**src/tcf_pkg.sv**
```systemverilog
// Shared types, constants and axis mapping functions for the touch coordinate filter.
package tcf_pkg;

	localparam int IN_DATA_W  = 24;
	localparam int OUT_DATA_W = 24;
	localparam int CFG_DATA_W = 4;

	localparam logic [0:0] CFG_LANDSCAPE = 1'd0;
	localparam logic [0:0] CFG_DEADBAND  = 1'd1;

	localparam logic [3:0]  DEADBAND_RESET = 4'd4;

	localparam logic [11:0] X_SPLIT    = 12'd3000;
	localparam logic [11:0] X_OFS_LOW  = 12'd3900;
	localparam logic [11:0] X_OFS_HIGH = 12'd3800;
	localparam logic [24:0] X_RECIP    = 25'd4370;
	localparam logic [7:0]  X_MAX      = 8'd239;

	localparam logic [11:0] Y_OFS      = 12'd360;
	localparam logic [24:0] Y_RECIP    = 25'd5958;
	localparam logic [8:0]  Y_MAX      = 9'd319;

	localparam logic [8:0]  BOUND_LONG  = 9'd319;
	localparam logic [8:0]  BOUND_SHORT = 9'd239;

	typedef struct packed {
		logic       was_pressed;
		logic       is_pressed;
		logic [8:0] pos_y;
		logic [7:0] pos_x;
	} res_t;

	// (3900 - raw) or (3800 - raw), /15 by reciprocal, clamp to 0..239
	function automatic logic [7:0] map_x(input logic [11:0] raw);
		logic [11:0] v;
		logic [24:0] prod;
		logic [8:0]  q;
		if (raw <= X_SPLIT) begin
			v = X_OFS_LOW - raw;
		end else if (raw < X_OFS_HIGH) begin
			v = X_OFS_HIGH - raw;
		end else begin
			v = '0;
		end
		prod = {13'd0, v} * X_RECIP;
		q = prod[24:16];
		return (q > {1'b0, X_MAX}) ? X_MAX : q[7:0];
	endfunction

	// (raw - 360) / 11 by reciprocal, clamp to 0..319
	function automatic logic [8:0] map_y(input logic [11:0] raw);
		logic [11:0] v;
		logic [24:0] prod;
		logic [8:0]  q;
		v = (raw <= Y_OFS) ? 12'd0 : (raw - Y_OFS);
		prod = {13'd0, v} * Y_RECIP;
		q = prod[24:16];
		return (q > Y_MAX) ? Y_MAX : q;
	endfunction

endpackage

```
**src/touch_coordinate_filter.sv**
```systemverilog
// Touch coordinate filter top level: input register, mapping, tracking, result register.
//
// channel  dir  handshake          payload
// s        in   s_tvalid/s_tready  s_tdata: raw_x, raw_y; s_tuser: touch_detected
// m        out  m_tvalid/m_tready  m_tdata: pos_x, pos_y, is_pressed, was_pressed
// cfg      in   cfg_we             cfg_index, cfg_data (0 landscape_mode, 1 deadband)
//
// One item per cycle unless m stalls; items pass the input register, then the result register.
// The held coordinates update as an item moves from the input register to the result register.
// Reset: held x 0, held y 319 (reported y 0), released, deadband 4, portrait.
// A stall on m backs up one item in the input register before s_tready drops.
module touch_coordinate_filter (
	input  logic                             clk,
	input  logic                             arst_n,
	input  logic                             s_tvalid,
	output logic                             s_tready,
	input  logic [tcf_pkg::IN_DATA_W-1:0]    s_tdata,  // raw_x[11:0], raw_y[23:12]
	input  logic [0:0]                       s_tuser,  // touch_detected[0]
	output logic                             m_tvalid,
	input  logic                             m_tready,
	output logic [tcf_pkg::OUT_DATA_W-1:0]   m_tdata,  // pos_x[7:0], pos_y[16:8],
	                                                   // is_pressed[17], was_pressed[18], 0
	input  logic                             cfg_we,
	input  logic [0:0]                       cfg_index,
	input  logic [tcf_pkg::CFG_DATA_W-1:0]   cfg_data
);
	import tcf_pkg::*;

	logic        landscape_q;
	logic [3:0]  deadband_q;

	logic        valid_s1;
	logic        touch_s1;
	logic [11:0] raw_x_s1;
	logic [11:0] raw_y_s1;

	logic        m_valid_q;
	res_t        res_q;

	logic        advance;
	logic        s_fire;
	logic [7:0]  fresh_x;
	logic [8:0]  fresh_y;
	res_t        res;

	assign advance  = valid_s1 && (!m_valid_q || m_tready);
	assign s_tready = !valid_s1 || advance;
	assign s_fire   = s_tvalid && s_tready;

	always_ff @(posedge clk or negedge arst_n) begin
		if (!arst_n) begin
			landscape_q <= 1'b0;
			deadband_q  <= DEADBAND_RESET;
		end else if (cfg_we) begin
			case (cfg_index)
				CFG_LANDSCAPE: landscape_q <= cfg_data[0];
				CFG_DEADBAND:  deadband_q  <= cfg_data[3:0];
				default: ;
			endcase
		end
	end

	always_ff @(posedge clk or negedge arst_n) begin
		if (!arst_n) begin
			valid_s1 <= 1'b0;
		end else if (s_fire) begin
			valid_s1 <= 1'b1;
		end else if (advance) begin
			valid_s1 <= 1'b0;
		end
	end

	always_ff @(posedge clk) begin
		if (s_fire) begin
			touch_s1 <= s_tuser[0];
			raw_x_s1 <= s_tdata[11:0];
			raw_y_s1 <= s_tdata[23:12];
		end
	end

	tcf_map u_map (
		.raw_x   (raw_x_s1),
		.raw_y   (raw_y_s1),
		.fresh_x (fresh_x),
		.fresh_y (fresh_y)
	);

	tcf_track u_track (
		.clk       (clk),
		.arst_n    (arst_n),
		.advance   (advance),
		.touch     (touch_s1),
		.fresh_x   (fresh_x),
		.fresh_y   (fresh_y),
		.landscape (landscape_q),
		.deadband  (deadband_q),
		.res       (res)
	);

	always_ff @(posedge clk or negedge arst_n) begin
		if (!arst_n) begin
			m_valid_q <= 1'b0;
		end else if (advance) begin
			m_valid_q <= 1'b1;
		end else if (m_tready) begin
			m_valid_q <= 1'b0;
		end
	end

	always_ff @(posedge clk) begin
		if (advance) begin
			res_q <= res;
		end
	end

	assign m_tvalid = m_valid_q;
	assign m_tdata  = {5'd0, res_q.was_pressed, res_q.is_pressed, res_q.pos_y, res_q.pos_x};

`ifndef ASSERT_OFF
	a_stall_only_when_full: assert property (@(posedge clk) disable iff (!arst_n)
		!s_tready |-> (valid_s1 && m_valid_q && !m_tready))
		else $error("input stalled while result path free");

	a_pos_range: assert property (@(posedge clk) disable iff (!arst_n)
		m_tvalid |-> (m_tdata[7:0] <= 8'd239 && m_tdata[16:8] <= 9'd319))
		else $error("coordinate out of screen range");

	a_press_not_edge: assert property (@(posedge clk) disable iff (!arst_n)
		(m_tvalid && m_tdata[17]) |-> (m_tdata[7:0] != 8'd0 && m_tdata[16:8] != 9'd0))
		else $error("pressed reported on screen edge");
`endif

endmodule

```
**src/tcf_map.sv**
```systemverilog
// Raw ADC sample to screen coordinate mapping for both axes.
module tcf_map (
	input  logic [11:0] raw_x,
	input  logic [11:0] raw_y,
	output logic [7:0]  fresh_x,
	output logic [8:0]  fresh_y
);
	import tcf_pkg::*;

	assign fresh_x = map_x(raw_x);
	assign fresh_y = map_y(raw_y);

endmodule

```
**src/tcf_track.sv**
```systemverilog
// Deadband hold of the coordinates and press decision.
module tcf_track (
	input  logic          clk,
	input  logic          arst_n,
	input  logic          advance,
	input  logic          touch,
	input  logic [7:0]    fresh_x,
	input  logic [8:0]    fresh_y,
	input  logic          landscape,
	input  logic [3:0]    deadband,
	output tcf_pkg::res_t res
);
	import tcf_pkg::*;

	logic [7:0] held_x_q;
	logic [8:0] held_y_q;
	logic       pressed_q;

	logic [7:0] dx;
	logic [8:0] dy;
	logic [7:0] new_x;
	logic [8:0] new_y;
	logic [8:0] py;
	logic [8:0] bx;
	logic [8:0] by;
	logic       pressed;

	always_comb begin
		dx = (fresh_x > held_x_q) ? (fresh_x - held_x_q) : (held_x_q - fresh_x);
		dy = (fresh_y > held_y_q) ? (fresh_y - held_y_q) : (held_y_q - fresh_y);
		new_x = (touch && (dx > {4'd0, deadband})) ? fresh_x : held_x_q;
		new_y = (touch && (dy > {5'd0, deadband})) ? fresh_y : held_y_q;
		py = Y_MAX - new_y;
		bx = landscape ? BOUND_LONG : BOUND_SHORT;
		by = landscape ? BOUND_SHORT : BOUND_LONG;
		pressed = touch && (new_x != 8'd0) && ({1'b0, new_x} < bx)
			&& (py != 9'd0) && (py < by);
		res.pos_x       = new_x;
		res.pos_y       = py;
		res.is_pressed  = pressed;
		res.was_pressed = pressed_q;
	end

	always_ff @(posedge clk or negedge arst_n) begin
		if (!arst_n) begin
			held_x_q  <= '0;
			held_y_q  <= Y_MAX;
			pressed_q <= 1'b0;
		end else if (advance) begin
			held_x_q  <= new_x;
			held_y_q  <= new_y;
			pressed_q <= pressed;
		end
	end

endmodule
```
**config.mk**
```make
export PLATFORM = sky130hd
export DESIGN_NAME = touch_coordinate_filter
export DESIGN_NICKNAME = d
export VERILOG_FILES = /design/src/tcf_pkg.sv /design/src/touch_coordinate_filter.sv /design/src/tcf_map.sv /design/src/tcf_track.sv
export SDC_FILE = /design/constraint.sdc
export NUM_CORES = 1
export LEC_CHECK = 0
export BUFFER_PORTS_ARGS = -buffer_cell sky130_fd_sc_hd__buf_2
export CORE_MARGIN = 2
export CORE_UTILIZATION = 55
export CTS_BUF_LIST = sky130_fd_sc_hd__clkbuf_8
export DETAILED_ROUTE_END_ITERATION = 10
export PLACE_DENSITY = 0.73
export RECOVER_POWER = 50
export SYNTH_ARGS = -nofsm -noshare
export SYNTH_HDL_FRONTEND = slang
export SYNTH_SLANG_ARGS = --single-unit
```
**constraint.sdc**
```tcl
create_clock -name clk -period 13.5 [get_ports clk]
set_input_delay 2.7 -clock clk [delete_from_list [all_inputs] [get_ports clk]]
set_output_delay 2.7 -clock clk [all_outputs]
set_load 0.02 [all_outputs]
```
==> qor.yml <==
run_status:
  status: "finished, violations left"
  violations: "max-capacitance violations, max-slew violations"
placement:
  port_buffers: 55
  dpl.hpwl_um: 17600
  dp.cells: 1323
  place_congestion: 0.915
hold_path:
  hp-class: "reg2reg"
  worstHoldPathCells: 0
cells_and_area:
  fin_cells: 1339
  fin_nets: 1387
  n_antenna_cell: 0
  drive_above_1_share_pct: 8.08
  area_growth_pct: 5.99
  fill_cells: 1534
timing:
  skew_ps: 22.3
  rsz0062_at_grt: "no"
  max_clock_freq_mhz: 82.2
  period_share_pct: 90.1
  hold_ws_ps: 483
  worst_pin_slew_ps: 1610
  fin_crit_ps: 12160
  setup_viol: 0
  tns_ps: 0
  finalHoldViolations: 0
  drv_slew: 26
  slew_headroom_pct: -7.45
floorplanning:
  fp.dieArea_um2: 18800
  pin_count: 61
  dieWidth_um: 137
  fp.dieH_um: 137
  coreArea_um2: 17300
  start_util_pct: 56.3
  rows: 48
cts:
  clk_path_buf_depth: 2
  cts_root_buf: "clkbuf_8"
  cts_tree: "yes"
  cts_num_sinks: 69
  htree_levels: 3
  cts_resized: 0
  clkTransAtPathRegs_ps: 90
  cts_made_buffers: 9
  cts_post_setup_buffers_inserted: 0
  hold_buffers: 0
  worstSkewPairLatency_ps: 380
synth:
  postSynthCellCount: 1070
  synth-seq-cells: 69
  yosys.cell_count.top_type: "ha_1"
  synth_area_um2: 9730
  ys_top_cells_by_count: "ha_1 (195), inv_1 (157), nor2_1 (66)"
  yosysTopAreaCellShare_pct: 25.1
  ys_top_cells_by_area: "ha_1 (25%), edfxtp_1 (14%), fa_1 (9.9%)"
  synth_edf_count: 44
  ys_warn_count: 0
  synth_flop_cell: "edfxtp_1"
  ys_types: 83
  synth_area_leader_cell: "ha_1"
  ys_seq_area_share_pct: 20.1
  synth-async-reset-ratio_pct: 36.2
  syn_area_per_cell_um2: 9.10
grt:
  grt_antenna_before_repair: 0
  grt_max_degree: 34
  grt_pass1_vias: 7609
  grt_use_total_pct: 24.1
  grt_overflow: 0
  grt_pass1_wl_um: 36000
flow_run:
  max-cap-violations: 1
critical_path:
  crit_top_cell: "ha_1"
  max_stage_delay_ps: 830
  critPathCaptureType: "flop"
  cpMaxStageDelayCell: "a21boi_0"
  reg2reg_depth: 43
  worstPathRequired_ps: 13770
  path_max_fanout: 23
  arrival_ps: 12440
  start_kind: "flop"
  critPathKind: "reg2reg"
drt:
  vias: 7661
  initialDrtViolationCount: 429
  first_pass_iters: 5
  drc_errors: 0
  dr_wl_met2_um: 10300
  via_per_inst: 5.72
  wl_met3_um: 687
  wl_met1_um: 10000
  ant_nets: 0
  wl_per_cell_um: 15.9
  wl_um: 21300
  highest_layer: "met4"
[layout make-up]
type | instances | area (µm²) | area share [%]
sequential | 69 | 1960 | 19.0
multi-input combinational | 815 | 7000 | 67.9
inverter | 157 | 589 | 5.71
tap | 225 | 282 | 2.73
clock inverter | 7 | 104 | 1.01
clock buffer | 9 | 124 | 1.20
timing repair buffer | 57 | 260 | 2.52
[layer usage]
metal	vias up	global-route usage, %
li1	3857	-
met1	3616	31.1
met2	154	42.3
met3	34	3.26
met4	0	5.96
met5	-	0
[logic make-up after synthesis]
logic type      share of synthesized area [%]
other cells                            0.0385
xor+xnor                                 3.69
fa+ha+maj                                34.9
buf+inv                                  8.13
compound gates                           17.1
simple gates                             13.8
flops                                    20.1
mux                                      2.24
[state kept, by name, indices dropped and copies added (netlist names)]
| name | flops |
|---|---|
| u_track.held_y_q | 9 |
| deadband_q | 4 |
| raw_x_s1 | 12 |
| valid_s1 | 1 |
| raw_y_s1 | 12 |
| u_track.pressed_q | 1 |
| u_track.held_x_q | 8 |
| m_tvalid | 1 |
| landscape_q | 1 |
| touch_s1 | 1 |
| m_tdata | 19 |
[worst paths after layout]
path	to	from	slack (ps)
max	u_track.pressed_q	raw_y_s1[7]	1340
min	m_tdata[18]	u_track.pressed_q	480
max reg2reg	u_track.pressed_q	raw_y_s1[7]	1340
min reg2reg	m_tdata[18]	u_track.pressed_q	480
max in group asynchronous	u_track.held_y_q[7]	arst_n	9850
min in group asynchronous	u_track.held_x_q[6]	arst_n	2710
[placed cells by master, fill, tap and decap left out, types with 16 or more instances in the layout]
| cell type | count |
|---|---|
| ha_1 | 195 |
| inv_1 | 157 |
| nor2_1 | 66 |
| a21oi_1 | 63 |
| nand2_1 | 61 |
| o21ai_0 | 51 |
| fa_1 | 48 |
| edfxtp_1 | 44 |
| buf_2 | 31 |
| nand3_1 | 24 |
| clkbuf_1 | 24 |
| nor3_1 | 22 |
| xnor2_1 | 22 |
| nand2b_1 | 20 |
| xor2_1 | 19 |
| a21o_1 | 18 |
| dfrtp_1 | 17 |
| nor2b_1 | 16 |
[worst max-delay path, delay by kind of cell, from the launching register on]
family | cells | cell delay, ps
AO/OA/AOI/OAI | 18 | 4390
adder cells (fa/ha/maj) | 10 | 4000
buffers and inverters | 3 | 360
flip-flops | 1 | 440
AND/OR/NAND/NOR | 10 | 2340
XOR/XNOR | 2 | 500
[per-stage QoR]
stage	setup WS [ps]	area, µm²	utilization, %
2_1_floorplan	2340	9750	-
3_3_place_gp	1540	10100	58.5
3_5_place_dp	1360	10100	58.5
4_1_cts	1350	10300	59.8
5_1_grt	134	10300	59.6
6_report	1340	10300	59.6
Power is not shown: default switching activity piles up to over one toggle a cycle in this logic, so the estimate is an artifact.
